## config.mk

```make
export PLATFORM = sky130hd
export DESIGN_NAME = prefix_opcode_decoder
export DESIGN_NICKNAME = d
export VERILOG_FILES = /design/src/hw/rtl/pod_pkg.sv /design/src/hw/rtl/prefix_opcode_decoder.sv /design/src/hw/rtl/pod_front.sv /design/src/hw/rtl/pod_queue.sv /design/src/hw/rtl/pod_back.sv
export SDC_FILE = /design/constraint.sdc
export NUM_CORES = 1
export LEC_CHECK = 0
export BUFFER_PORTS_ARGS = -buffer_cell sky130_fd_sc_hd__buf_2
export CAP_MARGIN = 40
export CORE_MARGIN = 5
export CORE_UTILIZATION = 50
export DETAILED_ROUTE_END_ITERATION = 6
export PLACE_DENSITY = 0.65
export SLEW_MARGIN = 5
export SYNTH_ARGS = -nofsm -noshare
export SYNTH_HDL_FRONTEND = slang
export SYNTH_HIERARCHICAL = 1
export SYNTH_SLANG_ARGS = --single-unit
```

## constraint.sdc

```tcl
create_clock -name clk_i -period 9 [get_ports clk_i]
set_input_delay 1.8 -clock clk_i [delete_from_list [all_inputs] [get_ports clk_i]]
set_output_delay 1.8 -clock clk_i [all_outputs]
set_load 0.01 [all_outputs]
```

## src/hw/rtl/pod_pkg.sv

```systemverilog
// Shared types and constants for the prefix opcode decoder.
// Used by pod_front, pod_queue, pod_back and prefix_opcode_decoder; no dependencies.
package pod_pkg;

  // Function codes (high nibble of a code byte)
  localparam logic [3:0] FUNC_JUMP    = 4'h0;
  localparam logic [3:0] FUNC_PFIX    = 4'h2;
  localparam logic [3:0] FUNC_NFIX    = 4'h6;
  localparam logic [3:0] FUNC_CALL    = 4'h9;
  localparam logic [3:0] FUNC_CJUMP   = 4'hA;
  localparam logic [3:0] FUNC_OPERATE = 4'hF;

  localparam logic [3:0]  NIBBLE_MASK  = 4'hF;
  localparam logic [17:0] OP_MARK      = 18'h10000;
  localparam logic [17:0] OP_NEG       = 18'h20000;
  localparam logic [31:0] POS_EXTRA_OP = 32'h0000_017C;
  localparam logic [7:0]  LEN_MAX      = 8'd255;

  // Known operation indices 0x00..0xFF, bit n set when index n is known
  localparam logic [255:0] POS_OPS = {
    32'h0FFF0000, 32'h00007DF2, 32'h0F010000, 32'h10000002,
    32'h43FEF738, 32'hFFFFFFFF, 32'hFFFFDE07, 32'hFFEDFFFF
  };
  localparam logic [255:0] NEG_OPS = {
    32'h00000000, 32'h00000000, 32'h00000000, 32'h00003000,
    32'h00000000, 32'h0000F000, 32'h0001C010, 32'h800038FF
  };

  // One finished instruction, as handed from front to back
  typedef struct packed {
    logic [31:0] start_addr;
    logic [7:0]  length;
    logic [3:0]  func;
    logic [31:0] total;
    logic [31:0] last_addr;
  } insn_rec_t;

  // Decoded result as held in the output register
  typedef struct packed {
    logic [17:0] operation_id;
    logic [31:0] branch_target;
    logic [31:0] operand_value;
    logic [3:0]  func_code;
    logic [7:0]  insn_length;
    logic [31:0] insn_address;
  } insn_res_t;

endpackage

```

## src/hw/rtl/prefix_opcode_decoder.sv

```systemverilog
// Prefix opcode decoder, top level: front end, record queue and back end.
// Depends on pod_pkg, pod_front, pod_queue and pod_back.
//
// Takes one code byte per cycle. Prefix bytes (function 2 and 6) fold into a
// 32-bit accumulator and produce nothing; every other byte closes the
// instruction and yields one result transaction, registered in the record queue
// and then in the back end's output register, holding start address, length,
// function code, operand, branch target and operation id, with tuser flagging a
// known (1) or unknown (0) operate code. Sustained rate is one byte per cycle, set
// by the prefix fold in the front end; a stalled output backs up into the
// QueueDepth-entry record queue first, and only final bytes wait on it.
module prefix_opcode_decoder #(
  parameter int unsigned QueueDepth = 2
) (
  input  logic         clk_i,
  input  logic         rst_ni,
  input  logic         s_axis_tvalid_i,
  output logic         s_axis_tready_o,
  // [7:0] code_byte, [39:8] byte_address
  input  logic [39:0]  s_axis_tdata_i,
  output logic         m_axis_tvalid_o,
  input  logic         m_axis_tready_i,
  // [31:0] insn_address, [39:32] insn_length, [43:40] func_code,
  // [75:44] operand_value, [107:76] branch_target, [125:108] operation_id, zero pad
  output logic [127:0] m_axis_tdata_o,
  // [0] insn_valid
  output logic         m_axis_tuser_o
);

  pod_pkg::insn_rec_t fr_rec, q_rec;
  pod_pkg::insn_res_t res;
  logic fr_valid, fr_ready;
  logic q_valid, q_ready;

  pod_front u_front (
    .clk_i          (clk_i),
    .rst_ni         (rst_ni),
    .byte_valid_i   (s_axis_tvalid_i),
    .byte_ready_o   (s_axis_tready_o),
    .code_byte_i    (s_axis_tdata_i[7:0]),
    .byte_address_i (s_axis_tdata_i[39:8]),
    .rec_valid_o    (fr_valid),
    .rec_ready_i    (fr_ready),
    .rec_o          (fr_rec)
  );

  pod_queue #(
    .Depth (QueueDepth)
  ) u_queue (
    .clk_i        (clk_i),
    .rst_ni       (rst_ni),
    .push_valid_i (fr_valid),
    .push_ready_o (fr_ready),
    .push_data_i  (fr_rec),
    .pop_valid_o  (q_valid),
    .pop_ready_i  (q_ready),
    .pop_data_o   (q_rec)
  );

  pod_back u_back (
    .clk_i       (clk_i),
    .rst_ni      (rst_ni),
    .rec_valid_i (q_valid),
    .rec_ready_o (q_ready),
    .rec_i       (q_rec),
    .res_valid_o (m_axis_tvalid_o),
    .res_ready_i (m_axis_tready_i),
    .res_o       (res),
    .res_ok_o    (m_axis_tuser_o)
  );

  assign m_axis_tdata_o = {2'b00, res};

endmodule

```

## src/hw/rtl/pod_front.sv

```systemverilog
// Front end: takes code bytes, folds prefixes into the accumulator and emits
// one instruction record per final byte. Depends on pod_pkg.
module pod_front (
  input  logic                clk_i,
  input  logic                rst_ni,
  input  logic                byte_valid_i,
  output logic                byte_ready_o,
  input  logic [7:0]          code_byte_i,
  input  logic [31:0]         byte_address_i,
  output logic                rec_valid_o,
  input  logic                rec_ready_i,
  output pod_pkg::insn_rec_t  rec_o
);

  logic [31:0] acc_q, acc_d;
  logic [31:0] start_q, start_d;
  logic [7:0]  count_q, count_d;

  logic [3:0]  func;
  logic [3:0]  oper;
  logic        is_prefix;
  logic        fire;
  logic [31:0] addend;
  logic [31:0] start_now;

  assign func      = code_byte_i[7:4];
  assign oper      = code_byte_i[3:0] & pod_pkg::NIBBLE_MASK;
  assign is_prefix = (func == pod_pkg::FUNC_PFIX) || (func == pod_pkg::FUNC_NFIX);

  // Prefix bytes need no queue space, final bytes do
  assign byte_ready_o = is_prefix || rec_ready_i;
  assign fire         = byte_valid_i && byte_ready_o;
  assign rec_valid_o  = byte_valid_i && !is_prefix;

  assign start_now = (count_q == 8'd0) ? byte_address_i : start_q;
  // negative prefix adds ~operand, i.e. -operand-1
  assign addend    = (func == pod_pkg::FUNC_PFIX) ? {28'd0, oper} : ~{28'd0, oper};

  always_comb begin
    rec_o.start_addr = start_now;
    rec_o.length     = (count_q < pod_pkg::LEN_MAX) ? count_q + 8'd1 : pod_pkg::LEN_MAX;
    rec_o.func       = func;
    rec_o.total      = acc_q + {28'd0, oper};
    rec_o.last_addr  = byte_address_i;
  end

  always_comb begin
    acc_d   = acc_q;
    start_d = start_q;
    count_d = count_q;
    if (fire) begin
      start_d = start_now;
      if (is_prefix) begin
        acc_d   = (acc_q + addend) << 4;
        count_d = (count_q < pod_pkg::LEN_MAX) ? count_q + 8'd1 : count_q;
      end else begin
        acc_d   = 32'd0;
        count_d = 8'd0;
      end
    end
  end

  always_ff @(posedge clk_i or negedge rst_ni) begin
    if (!rst_ni) begin
      acc_q   <= 32'd0;
      start_q <= 32'd0;
      count_q <= 8'd0;
    end else begin
      acc_q   <= acc_d;
      start_q <= start_d;
      count_q <= count_d;
    end
  end

  // a final byte always leaves the fold cleared
  assert property (@(posedge clk_i) disable iff (!rst_ni)
    fire && !is_prefix |=> (count_q == 8'd0) && (acc_q == 32'd0))
    else $error("front: fold not cleared after final byte");

  // a prefix byte always raises the count unless saturated
  assert property (@(posedge clk_i) disable iff (!rst_ni)
    fire && is_prefix |=> (count_q != 8'd0))
    else $error("front: prefix byte not counted");

  // records only leave on a final byte
  assert property (@(posedge clk_i) disable iff (!rst_ni)
    rec_valid_o |-> (func != pod_pkg::FUNC_PFIX) && (func != pod_pkg::FUNC_NFIX))
    else $error("front: prefix byte offered as record");

endmodule

```

## src/hw/rtl/pod_queue.sv

```systemverilog
// Short queue of instruction records between front and back end.
// Depends on pod_pkg for the record type.
module pod_queue #(
  parameter int unsigned Depth = 2
) (
  input  logic                clk_i,
  input  logic                rst_ni,
  input  logic                push_valid_i,
  output logic                push_ready_o,
  input  pod_pkg::insn_rec_t  push_data_i,
  output logic                pop_valid_o,
  input  logic                pop_ready_i,
  output pod_pkg::insn_rec_t  pop_data_o
);

  localparam int unsigned PtrW = (Depth > 1) ? $clog2(Depth) : 1;
  localparam int unsigned CntW = $clog2(Depth + 1);

  pod_pkg::insn_rec_t mem_q [Depth];
  logic [PtrW-1:0] wr_ptr_q, rd_ptr_q;
  logic [CntW-1:0] count_q;
  logic            push, pop;

  assign push_ready_o = (count_q != CntW'(Depth));
  assign pop_valid_o  = (count_q != '0);
  assign push         = push_valid_i && push_ready_o;
  assign pop          = pop_valid_o && pop_ready_i;
  assign pop_data_o   = mem_q[rd_ptr_q];

  always_ff @(posedge clk_i) begin
    if (push) begin
      mem_q[wr_ptr_q] <= push_data_i;
    end
  end

  always_ff @(posedge clk_i or negedge rst_ni) begin
    if (!rst_ni) begin
      wr_ptr_q <= '0;
      rd_ptr_q <= '0;
      count_q  <= '0;
    end else begin
      if (push) begin
        wr_ptr_q <= (wr_ptr_q == PtrW'(Depth - 1)) ? '0 : wr_ptr_q + PtrW'(1);
      end
      if (pop) begin
        rd_ptr_q <= (rd_ptr_q == PtrW'(Depth - 1)) ? '0 : rd_ptr_q + PtrW'(1);
      end
      if (push && !pop) begin
        count_q <= count_q + CntW'(1);
      end else if (pop && !push) begin
        count_q <= count_q - CntW'(1);
      end
    end
  end

  assert property (@(posedge clk_i) disable iff (!rst_ni)
    count_q <= CntW'(Depth))
    else $error("queue: occupancy beyond depth");

  assert property (@(posedge clk_i) disable iff (!rst_ni)
    push && !pop |=> count_q == $past(count_q) + CntW'(1))
    else $error("queue: push not counted");

  assert property (@(posedge clk_i) disable iff (!rst_ni)
    (count_q == '0) |-> (wr_ptr_q == rd_ptr_q))
    else $error("queue: pointers apart while empty");

endmodule

```

## src/hw/rtl/pod_back.sv

```systemverilog
// Back end: computes branch target and operation id of each record and holds
// the result in the output register. Depends on pod_pkg.
module pod_back (
  input  logic                clk_i,
  input  logic                rst_ni,
  input  logic                rec_valid_i,
  output logic                rec_ready_o,
  input  pod_pkg::insn_rec_t  rec_i,
  output logic                res_valid_o,
  input  logic                res_ready_i,
  output pod_pkg::insn_res_t  res_o,
  output logic                res_ok_o
);

  logic               out_valid_q;
  pod_pkg::insn_res_t res_q, res_d;
  logic               ok_q, ok_d;
  logic               take;
  logic [31:0]        canon;
  logic               pos_known, neg_known;

  assign rec_ready_o = !out_valid_q || res_ready_i;
  assign take        = rec_valid_i && rec_ready_o;

  // canonical index of a negative total: complement above the low nibble
  assign canon     = {~rec_i.total[31:4], rec_i.total[3:0]};
  assign pos_known = ((rec_i.total[31:8] == 24'd0) && pod_pkg::POS_OPS[rec_i.total[7:0]])
                     || (rec_i.total == pod_pkg::POS_EXTRA_OP);
  assign neg_known = (canon[31:8] == 24'd0) && pod_pkg::NEG_OPS[canon[7:0]];

  always_comb begin
    res_d.insn_address  = rec_i.start_addr;
    res_d.insn_length   = rec_i.length;
    res_d.func_code     = rec_i.func;
    res_d.operand_value = rec_i.total;
    res_d.branch_target = 32'd0;
    res_d.operation_id  = 18'd0;
    ok_d                = 1'b1;
    case (rec_i.func) inside
      pod_pkg::FUNC_JUMP, pod_pkg::FUNC_CALL, pod_pkg::FUNC_CJUMP: begin
        res_d.branch_target = rec_i.last_addr + 32'd1 + rec_i.total;
      end
      pod_pkg::FUNC_OPERATE: begin
        // zero total counts as a positive operation
        if (!rec_i.total[31]) begin
          if (pos_known) begin
            res_d.operation_id = pod_pkg::OP_MARK | {2'b00, rec_i.total[15:0]};
          end else begin
            ok_d = 1'b0;
          end
        end else begin
          if (neg_known) begin
            res_d.operation_id = pod_pkg::OP_MARK | pod_pkg::OP_NEG | {10'd0, canon[7:0]};
          end else begin
            ok_d = 1'b0;
          end
        end
      end
      default: begin
      end
    endcase
  end

  always_ff @(posedge clk_i) begin
    if (take) begin
      res_q <= res_d;
      ok_q  <= ok_d;
    end
  end

  always_ff @(posedge clk_i or negedge rst_ni) begin
    if (!rst_ni) begin
      out_valid_q <= 1'b0;
    end else if (take) begin
      out_valid_q <= 1'b1;
    end else if (res_ready_i) begin
      out_valid_q <= 1'b0;
    end
  end

  assign res_valid_o = out_valid_q;
  assign res_o       = res_q;
  assign res_ok_o    = ok_q;

  assert property (@(posedge clk_i) disable iff (!rst_ni)
    out_valid_q && !ok_q |-> res_q.func_code == pod_pkg::FUNC_OPERATE)
    else $error("back: invalid result on non-operate");

  assert property (@(posedge clk_i) disable iff (!rst_ni)
    out_valid_q && (res_q.operation_id != 18'd0) |->
      (res_q.func_code == pod_pkg::FUNC_OPERATE) && res_q.operation_id[16])
    else $error("back: operation id outside operate");

  assert property (@(posedge clk_i) disable iff (!rst_ni)
    out_valid_q && (res_q.branch_target != 32'd0) |->
      (res_q.func_code == pod_pkg::FUNC_JUMP) || (res_q.func_code == pod_pkg::FUNC_CALL)
      || (res_q.func_code == pod_pkg::FUNC_CJUMP))
    else $error("back: branch target on non-branch");

endmodule
```

Yosys cells after proc, flatten, opt, wreduce, memory -nomap -nowiden. Memory sizes are Yosys's and may differ from the RTL's. Cells that the tools add are included.

Add/subtract/negate cells: 9. Order comparisons: 3. Equal/unequal tests: 8. Muxes and demuxes: 22. Bitwise gates (word level): 3. Reduce and logical (&&, ||, !) cells: 26.

Operator list (number): $mux 32 (2); $logic_not 24->1 (2); $mux 18 (2); $add 32x1->32 const B (1); $add 32x32->32 (1); $add 32x4->32 (1); $eq 32x9->1 const B (1); $add 28x28->28 (1); $mux 28 (1); $not 28->28 (1); $not 4->28 (1); $mux 8 (3); $lt 8x9->1 const B (2); $mux 17 (1); $eq 4x4->1 const B (3); $mux 1 (11); $add 8x1->8 const B (1); $logic_and 1x1->1 (8); $logic_not 8->1 (1); $lt 8x8->1 const B (1); $reduce_bool 2->1 (3); $eq 4x2->1 const B (1); $eq 4x3->1 const B (1); $logic_not 1->1 (4); other kinds (11) (17).

Flip-flop bits (word level): 204. Bits in writable memories: 216. ROM bits: 512. Input port bits: 44. Output and inout port bits: 131. Memories kept: 3.

Memories: (no name shown) (depth 256, bits a word 1, read ports 1, clocked after memory_dff 0, write ports 0, line pod_back.sv:27) `assign pos_known = ((rec_i.total[31:8] == 24'd0) && pod_pkg::POS_OPS[rec_i.total[7:0]])`; (no name shown) (depth 256, bits a word 1, read ports 1, clocked after memory_dff 0, write ports 0, line pod_back.sv:29) `assign neg_known = (canon[31:8] == 24'd0) && pod_pkg::NEG_OPS[canon[7:0]];`; u_queue.mem_q (depth 2, bits a word 108, read ports 1, clocked after memory_dff 0, write ports 1, line pod_queue.sv:19) `pod_pkg::insn_rec_t mem_q [Depth];`.

Logic depth before layout (Yosys ltp). Gate-level depths: netlist of run 1.

Depth in word-level cells: 9. Mapped depth: 17. Mapped depth without buffers: 14.

Modules after synthesis. Netlist of run 1, hierarchy kept.

By module, submodules not included: pod_queue (times used 1, cells each 354, area each 8012.7 µm², seq. area each 6586.3 µm²); pod_back (times used 1, cells each 498, area each 6348.6 µm², seq. area each 3838.7 µm²); pod_front (times used 1, cells each 539, area each 4626.9 µm², seq. area each 1701.6 µm²); prefix_opcode_decoder (times used 1, cells each 3, area each 18.8 µm², seq. area each 0.0 µm²).

Worst setup path before layout of run 1. Ideal clock, no wire load.

Path type: input to register. Start: input port s_axis_tdata_i[5]. End: memory u_queue/mem_q[0][0] (netlist bit) (enable). Arrival time: 6855 ps. Data required time: 8424 ps. Path slack: 1570 ps. Cell stages on the path: 5. Path buffers: 1. Cells stage by stage: or3b_1 buf_2 and2_1 nand2_1 nor2_1.

Longest elaborated chain between the ends: 7.

Ends and longest elaborated chain: start, declared (line prefix_opcode_decoder.sv:20) `input logic [39:0] s_axis_tdata_i,`; $eq 4x2->1 / $eq 4x3->1 (equally long branches) (line pod_front.sv:28) `assign is_prefix = (func == pod_pkg::FUNC_PFIX) || (func == pod_pkg::FUNC_NFIX);`; $logic_or 1x1->1 (*) (line pod_front.sv:28); $logic_not 1->1 (*) (line pod_front.sv:33) `assign rec_valid_o = byte_valid_i && !is_prefix;`; $logic_and 1x1->1 (*) (line pod_front.sv:33); named net fr_valid (line prefix_opcode_decoder.sv:32) `logic fr_valid, fr_ready;`; $logic_and 1x1->1 (*) (line pod_queue.sv:26) `assign push = push_valid_i && push_ready_o;`; $mux 1 (*) (line pod_queue.sv:31) `if (push) begin`; $mux 1 (implied by the code) (*) (line pod_queue.sv:32) `mem_q[wr_ptr_q] <= push_data_i;`; end, declared (line pod_queue.sv:19).

The timed path passes the listed nets; every way through them passes the cells marked *.

==> results, run 1 <==
- edfxtp_1 is the most common cell in the netlist.
- The hold-critical path depth is 2.
- The delay contributed by the slowest stage of the critical path is 670 ps.
- The critical path goes through buf_16 > buf_4 > mux2_2 > inv_1 > ha_1 > inv_1 > fa_1 > a21o_1 > a311oi_1 > o21ai_1 > a31oi_4 > o31ai_4 > a2111oi_4 > o21bai_2 > o31ai_2 > mux2i_1.
- In the post-route analysis, the smallest setup slack over all paths is 3980 ps.
- In the synthesized netlist the dominant register cell turns out to be edfxtp_1.
- At the later pin of the worst-skew pair, clock insertion delay measures 570 ps.
- The number of optimization iterations in the first detailed-route pass is 5.
- The clock net in this run drives a total of 416 sinks.
- Timing analysis after detailed placement gives a worst setup slack of 3490 ps.
- The endpoint identified for the worst register-to-register timing path is u_back/res_o[104].
- The relative contribution of combinational cells to total power is 39.8%.
- In this run the worst hold path is classified as reg2reg.
- The total setup violations reported at the end of the flow is 0.
- In this design, the critical path's most frequently occurring cell is inv_1.
- The maximum ir drop on the vdd rail is 0.000281 V.
- By area the synthesized netlist is led by edfxtp_1 54%, dfrtp_1 9.6%, mux2_2 7.9%, ha_1 3.9%, nand2_1 3.3%.
- The max-capacitance violation count is 0.
- Summing all multi-input logic gate instances after layout gives 0.00630 sq mm.
- The share of the Yosys chip area taken by registers is 63.8%.
- The data required time of the critical path is 9300 ps.
- Setup repair after global routing left no endpoint under its margin.
- The floorplan step defined a die boundary enclosing 0.0420 sq mm.
- The transition time of the tightest slew-check pin is 874 ps.
- The routability congestion estimate is 0.859.
- The average instance area after synthesis is 13.6 sq um.
- Compared with the post-synthesis result, the final layout area differs by 14.2%.
- The combinational family with the most area after synthesis is simple AND/OR/NAND/NOR gates.
- The share of cell area taken by muxes after synthesis is 8.89%.
- Dividing the detail-routed wire length by the instance count gives 20.7 microns.
- After filler insertion, the fill cell instance count of the layout stands at 2998.
- The area share of the largest cell type after synthesis is 54.2%.
- The relative max-transition margin is 41.5%.
- During synthesis, Yosys emitted a total of 6 warnings.
- Summed over all instances, the cell type with the most area after synthesis is edfxtp_1.
- Summing the areas of all compound-gate instances in the mapped netlist gives 8.04% of the synthesized area.
- For hold timing, the worst endpoint is u_front/start_q[9].
- The critical hold path startpoint is u_front/start_q[9].
- The number of global-route vias before repair is 11.4k.
- For the final routed database, the setup TNS stands at 0 ps.
- Clock-pin slew was measured on the worst setup and hold paths at 60 ps.
- The mean number of vias per cell is 5.44.
- Of all flip-flops after synthesis, the portion carrying an async set or reset was 17.5%.
- After routing the design area is 0.0217 sq mm.
- The synthesized-area fraction occupied by and/or/nand/nor cells is 8.97%.
- The share of the synthesized netlist area taken by xor and xnor gates is 2.76%.
- Once detail routing completed, the nets flagged for antenna violations numbered 0.
- The number of antenna diodes is 0.
- The internal power contribution is 5.18 mW.
- The switching power total is 2.89 mW.
- The length in cells of the worst reg-to-reg path is 16.
- Measured along the y axis, the die boundary spans 205 microns.
- The floorplan core area is 0.0376 sq mm.
- The initialized floorplan defines 71 standard-cell rows.
- The die boundary width is 205 microns.
- In this run, synthesis inferred 343 flip-flops with an integrated enable.
- The share of total power dissipated in sequential elements is 38.1%.
- For this block, the routed nets add up to 43200 microns of wire.
- The number of post-CTS setup repair buffers is 0.
- The number of buffers inserted by hold repair at cts is 0.
- The first-pass GRT wire length is 66000 microns.
- The number of remaining DRC errors is 0.
- Hold timing on the final database bottoms out at a slack of 468 ps.
- The clock network is responsible for 22.1% of the overall power.
- The aggregate global routing overflow is 0.
- The number of storage elements in the synthesis netlist is 416.
- The count of cell types in the netlist is 76.
- TritonCTS built the clock tree.
- Counting every instance in the synthesized netlist gives 1394.
- The commonest cells after synthesis are 343 x edfxtp_1, 168 x nand2_1, 134 x mux2_2.
- For flop-to-flop paths, the worst setup slack is 3980 ps.
- The all-layer global routing usage is 20.5%.
- In this run the count of I/O pins placed on the die edge is 175.
- The number of antenna violations at the first check in global routing is 0.
- The flow ran to the end, and the final reports show no timing, DRC or antenna violations.
- Net switching is 35.8% of the power.
- Cells with a size suffix above 1 make up 27.7% of the layout.
- The worst register-to-register path begins at u_queue/rd_ptr_q.
- Detailed routing inserted a total of 11.3k vias.
- STA classifies the critical path startpoint as a flip-flop.
- In this run the worst path has a maximum fanout of 52.
- The cell area after technology mapping is 0.0190 sq mm.
- The largest net degree at the start of global routing is 59.
- Summed over all cells, the static leakage comes to 8.50 nW.
- The area of all sequential standard cells is 0.0121 sq mm.
- After the first detailed-routing iteration, the DRC count stood at 740.
- The cell with the biggest individual delay on the critical path is buf_4.
- The kind of critical path is reg2reg.
- The deepest level of the CTS H-tree is 2.
- The post-route clock skew is 14.5 ps.
- At the end of the flow, the number of nets in the layout was 1647.
- Summing all placed instances gives a cell area of 0.0202 sq mm.
- The initial utilization of the core area, before any placement, comes to 50.6%.
- Dividing total power by cell area gives a power density of 372 mW/mm^2.
- The final critical-path share of the clock period is 55.8%.
- Detailed placement ended at an HPWL of 29800 microns.
- The number of pins exceeding their max-slew limit in the final report is 0.
- The post-layout minimum cycle time is 5020 ps.
- The count of instances resized after the clock tree is built is 0.
- Of the total synthesized cell area, the portion taken by full adders, half adders and majority gates is 4.16%.
- The maximum clock frequency is 199 MHz.
- STA puts the critical path data arrival time at 5330 ps.
- The longest clock path from root to sink contains 3 buffers.
- The critical path capture point type is a flip-flop.
- The count of final hold-check violations came to 0.
- The cell sitting at the root of the clock tree is a clkbuf_16.
- Clock tree synthesis inserted a total of 43 buffers.
- The count of buffers added on input and output ports is 172.
worst max-delay path: cells and delay by family, from the launching register on:
kind | cells | cell delay, ps
compound gates | 8 | 2000
fa+ha+maj | 2 | 560
mux | 2 | 510
buf+inv | 4 | 1070
flops | 1 | 590
per-layer routing:
metal / routed length [microns] / GRT usage [%] / vias to the layer above
met4: 744 / 5.12 / 0
met2: 21400 / 34.8 / 271
met1: 19100 / 28.1 / 5621
met5: 0 / 0 / -
li1: - / - / 5407
met3: 2000 / 2.91 / 44
power by group through the flow:
stage | Clock (mW) | Combinational [mW] | Sequential [mW]
after CTS | 1.83 | 3.24 | 3.09
after global placement | 0 | 3.10 | 3.15
final | 1.78 | 3.22 | 3.08
after floorplan | 0 | 2.15 | 3.23
after global routing | 1.91 | 3.52 | 3.13
after detailed placement | 0 | 3.22 | 3.12
layout make-up:
| cell class | count | area share [%] |
|---|---|---|
| Timing Repair Buffer | 189 | 5.06 |
| Clock inverter | 24 | 0.859 |
| Tap cell | 511 | 2.95 |
| Sequential cell | 416 | 55.9 |
| Clock buffer | 56 | 5.85 |
| Inverter | 20 | 0.346 |
| Multi-Input combinational cell | 871 | 29.0 |
through the flow:
stage / util (%) / power, mW / std cells
floorplan: - / 5.37 / 1401
finish: 57.7 / 8.08 / 2087
detailed placement: 53.9 / 6.34 / 2007
CTS: 57.7 / 8.15 / 2087
global placement: 53.4 / 6.25 / 2000
global route: 57.7 / 8.55 / 2087
state kept, by name, summed over array words and instances, names as in the netlist:
register / cells
u_front/acc_q: 28
u_queue/count_q: 2
u_back/res_valid_o: 1
u_front/start_q: 32
u_back/res_ok_o: 1
u_back/res_o: 126
u_queue/mem_q: 216
u_queue/wr_ptr_q: 1
u_queue/rd_ptr_q: 1
u_front/count_q: 8
worst max path at each step:
stage,cells after the start,to,from
after floorplan,5,u_queue/mem_q[0][0],s_axis_tdata_i[5]
final,16,u_back/res_o[104],u_queue/rd_ptr_q
after detailed placement,15,u_front/acc_q[28],s_axis_tdata_i[5]
after global placement,14,u_front/acc_q[28],s_axis_tdata_i[5]
after CTS,16,u_back/res_o[104],u_queue/rd_ptr_q
after global routing,16,u_back/res_o[104],u_queue/rd_ptr_q
cell families after synthesis:
logic type,count (synthesis)
DFF,416
and+or+nand+nor,365
buffers and inverters,114
xor gates and xnor gates,60
muxes,147
other,2
adders and majority gates,62
AOI/OAI and AO/OA,228
cells in the final DEF (no fill, tap or decap), types with 9 or more instances in the layout:
| cell | Yosys | layout |
|---|---|---|
| mux2_2 | 134 | 134 |
| o21ai_0 | 61 | 61 |
| mux2_4 | 10 | 10 |
| dfrtp_1 | 73 | 72 |
| nand3_1 | 11 | 11 |
| clkbuf_16 | 0 | 47 |
| a21oi_1 | 61 | 61 |
| xnor2_1 | 30 | 30 |
| nor2b_1 | 13 | 13 |
| ha_1 | 60 | 60 |
| o21ai_1 | 10 | 10 |
| nor3_1 | 12 | 12 |
| nor2_1 | 68 | 67 |
| edfxtp_1 | 343 | 343 |
| clkinv_1 | 0 | 9 |
| a21o_1 | 23 | 23 |
| nand4_1 | 15 | 15 |
| buf_4 | 43 | 11 |
| nand2b_1 | 22 | 22 |
| and3_1 | 12 | 11 |
| nand2_1 | 168 | 166 |
| buf_2 | 18 | 171 |
| xor2_1 | 30 | 30 |
| conb_1 | 2 | 9 |
| inv_1 | 19 | 19 |
(Power assumes the default switching activity.)
==> run 2: changes to the inputs <==
--- a/config.mk
+++ b/config.mk
@@ -10,7 +10,7 @@
 export CORE_MARGIN = 5
 export CORE_UTILIZATION = 50
 export DETAILED_ROUTE_END_ITERATION = 6
-export PLACE_DENSITY = 0.65
+export PLACE_DENSITY = 0.68
 export SLEW_MARGIN = 5
 export SYNTH_ARGS = -nofsm -noshare
 export SYNTH_HDL_FRONTEND = slang
==> constraint.sdc (replaced) <==
create_clock -name clk_i -period 4.6 [get_ports clk_i]
set_input_delay 0.92 -clock clk_i [delete_from_list [all_inputs] [get_ports clk_i]]
set_output_delay 0.92 -clock clk_i [all_outputs]
set_load 0.01 [all_outputs]
==> run 2 against run 1 <==
  * Worst setup slack got worse by 3400 ps
  * Critical path type unchanged
  * Register-to-register slack got worse by 3400 ps
  * Flip-flop and latch count did not move
  * Hold slack got worse by 38 ps
==> results, run 2 (synthesis results as in run 1) <==
- The data arrival at the endpoint of the critical path is 4360 ps (was 5330 ps).
- The largest net degree at the start of global routing is 82 (was 59).
- The routed length per instance is 20.7 microns (about the same).
- The initial standard-cell utilization of the core was 50.6% (unchanged).
- The post-route cell area is 0.0216 sq mm (was 0.0217 sq mm).
- The maximum ir drop on the vdd rail is 0.000626 V (was 0.000281 V).
- The count of instances resized after the clock tree is built is 0 (unchanged).
- The aggregate global routing overflow came to 0 (unchanged).
- The cell at the root of the clock tree is clkbuf_16 (unchanged).
- The maximum clock frequency is 246 MHz (was 199 MHz).
- The floorplan die height is 205 microns (unchanged).
- The total wirelength of the detailed-routed design is 43200 microns (about the same).
- Top library cells by usage in the layout, fill and taps aside: 343 x edfxtp_1, 171 x buf_2, 166 x nand2_1 (unchanged).
- The floorplan core area is 0.0376 sq mm (unchanged).
- The power density of the placed cells is 727 mW/mm^2 (was 372 mW/mm^2).
- The post-layout minimum cycle time was 4070 ps (was 5020 ps).
- Run status: completed (unchanged).
- The leading cell type in the layout, fill and taps excluded was edfxtp_1 (unchanged).
- The post-route clock skew is 11.2 ps (was 14.5 ps).
- The peak fanout along the critical path was 11 (was 52).
- The leakage power summed over all cells was 8.46 nW (was 8.50 nW).
- The number of global-route vias before repair is 11.3k (was 11.4k).
- The die boundary width was 205 microns (unchanged).
- The number of remaining DRC errors came to 0 (unchanged).
- The deepest level of the CTS H-tree is 2 (unchanged).
- Crit-path cells: mux2_2 > inv_1 > ha_1 > inv_1 > fa_1 > a21o_1 > a311oi_1 > o21ai_1 > a31oi_4 > o31ai_4 > a2111oi_4 > o21bai_2 > o31ai_2 > mux2i_1 (was buf_16 > buf_4 > mux2_2 > inv_1 > ha_1 > inv_1 > fa_1 > a21o_1 > a311oi_1 > o21ai_1 > a31oi_4 > o31ai_4 > a2111oi_4 > o21bai_2 > o31ai_2 > mux2i_1).
- The number of optimization iterations in the first detailed-route pass is 5 (unchanged).
- The first-iteration detailed-routing DRC count is 676 (was 740).
- The count of buffers from port buffering is 172 (unchanged).
- The sink count of the clock tree is 416 (unchanged).
- The total half-perimeter wirelength after legalization and detailed placement is 29400 microns (was 29800 microns).
- The number of antenna diodes is 0 (unchanged).
- The critical path capture point type was a flip-flop (unchanged).
- The post-route total power came to 15.7 mW (was 8.08 mW).
- The data required time of the critical path is 4890 ps (was 9300 ps).
- The first-pass GRT wire length is 66000 microns (about the same).
- The final critical-path share of the clock period came to 88.5% (was 55.8%).
- The max-capacitance violation count is 0 (unchanged).
- The routability congestion estimate is 0.896 (was 0.859).
- Unrepaired setup endpoints after global routing: no (unchanged).
- The kind of critical path is reg2reg (unchanged).
- The mean number of vias per cell is 5.48 (was 5.44).
- The number of post-CTS setup repair buffers is 0 (unchanged).
- The aggregate negative setup slack is 0 ps (unchanged).
- The number of placement rows was 71 (unchanged).
- The number of antenna violations at the first check in global routing is 1 (was 0).
- The insertion delay of the later-clocked pin in the worst-skew pair is 550 ps (was 570 ps).
- The register with the highest flop count is u_queue/mem_q (unchanged).
- The share of cells above drive strength 1 is 27.3% (was 27.7%).
- The number of buffers inserted by hold repair at cts is 0 (unchanged).
- The delay contributed by the slowest stage of the critical path is 460 ps (was 670 ps).
- The total die area is 0.0420 sq mm (unchanged).
- The total setup violations reported at the end of the flow is 0 (unchanged).
- The relative max-transition margin is 49.8% (was 41.5%).
- The area of placed instances is 0.0202 sq mm (about the same).
- The all-layer global routing usage is 20.5% (about the same).
- The count of final hold-check violations is 0 (unchanged).
- The flip-flop count of the largest register, all copies and words added is 216 (unchanged).
- The cell with the biggest individual delay on the critical path is dfrtp_4 (was buf_4).
- The layout overhead on the synthesized area is 13.7% (was 14.2%).
- The number of CTS-inserted buffers is 43 (unchanged).
- The startpoint type of the worst setup path is a flip-flop (unchanged).
- The TritonCTS clock tree is built (unchanged).
- The total number of nets in the final design is 1651 (was 1647).
- The number of pins exceeding their max-slew limit in the final report was 0 (unchanged).
- The most common cell type on the critical path is inv_1 (unchanged).
- The class of the tightest hold or removal check is in2async (was reg2reg).
- The final standard cell count with taps included and fillers excluded is 2091 (was 2087).
- The count of pins on the block boundary is 175 (unchanged).
- The overall via count from detail_route was 11.5k (was 11.3k).
- The maximum buffer depth of the clock tree was 3 (unchanged).
- The post-detailed-route count of antenna-violating nets is 0 (unchanged).
- The clock-pin transition on the worst setup and hold timing paths is 60 ps (about the same).
- The number of cells in the design after placement came to 2011 (was 2007).
- The transition time of the tightest slew-check pin is 753 ps (was 874 ps).
[run 2: cell types whose count changed in the layout (fill, tap and decap cells not counted), moves of 4 or more]
cell,delta
clkbuf_1,+5
buf_12,+5
buf_16,-4
buf_4,+5
clkbuf_8,-4
[run 2: area by class of cell]
class,count,area [sq um]
sequential,416,12100
clock inverter,26,221
tap,511,639
clock buffer,54,1160
inverter,20,75.1
multi-input combinational,871,6290
fill,2983,16000
timing repair buffer,193,1100
[run 2: worst paths after layout]
path                                startpoint             endpoint  slack [ps]  cells past startpoint
hold / removal                          rst_ni    u_front/acc_q[10]         430                      1
min in group clk_i         u_front/start_q[26]  u_front/start_q[26]         470                      2
max in group asynchronous               rst_ni  u_front/start_q[23]        3280                      2
hold reg to reg            u_front/start_q[26]  u_front/start_q[26]         470                      2
setup reg to reg              u_queue/rd_ptr_q    u_back/res_o[104]         530                     14
setup / recovery              u_queue/rd_ptr_q    u_back/res_o[104]         530                     14
[run 2: power by group]
group	switching [mW]	leakage, nW	internal (mW)
Sequential	0.408	4.21	5.59
Clock	1.41	0.666	1.96
Combinational	3.85	3.58	2.48
[run 2: routing by layer]
| layer | part of all wire [%] | routed length [microns] | GRT usage, % | vias to the layer above |
|---|---|---|---|---|
| met2 | 48 | 20900 | 33.7 | 347 |
| met4 | 2.9 | 1260 | 6.84 | 0 |
| met1 | 43 | 18700 | 27.8 | 5626 |
| li1 | - | - | - | 5422 |
| met5 | 0 | 0 | 0 | - |
| met3 | 5.6 | 2400 | 3.53 | 72 |
[run 2: critical path: cells and delay by family (launching register included)]
family | cells | cell delay, ps
AOI/OAI and AO/OA | 8 | 2000
adders and majority gates | 2 | 590
muxes | 2 | 550
DFF | 1 | 460
buffers and inverters | 2 | 210
[run 2: per-stage QoR]
step | utilization [%] | hold WS, ps | setup WS [ps]
4_1_cts | 57.5 | 451 | 522
2_1_floorplan | - | 440 | 124
6_report | 57.5 | 430 | 531
3_3_place_gp | 53.8 | 449 | 623
5_1_grt | 57.5 | 484 | 362
3_5_place_dp | 53.8 | 456 | 577
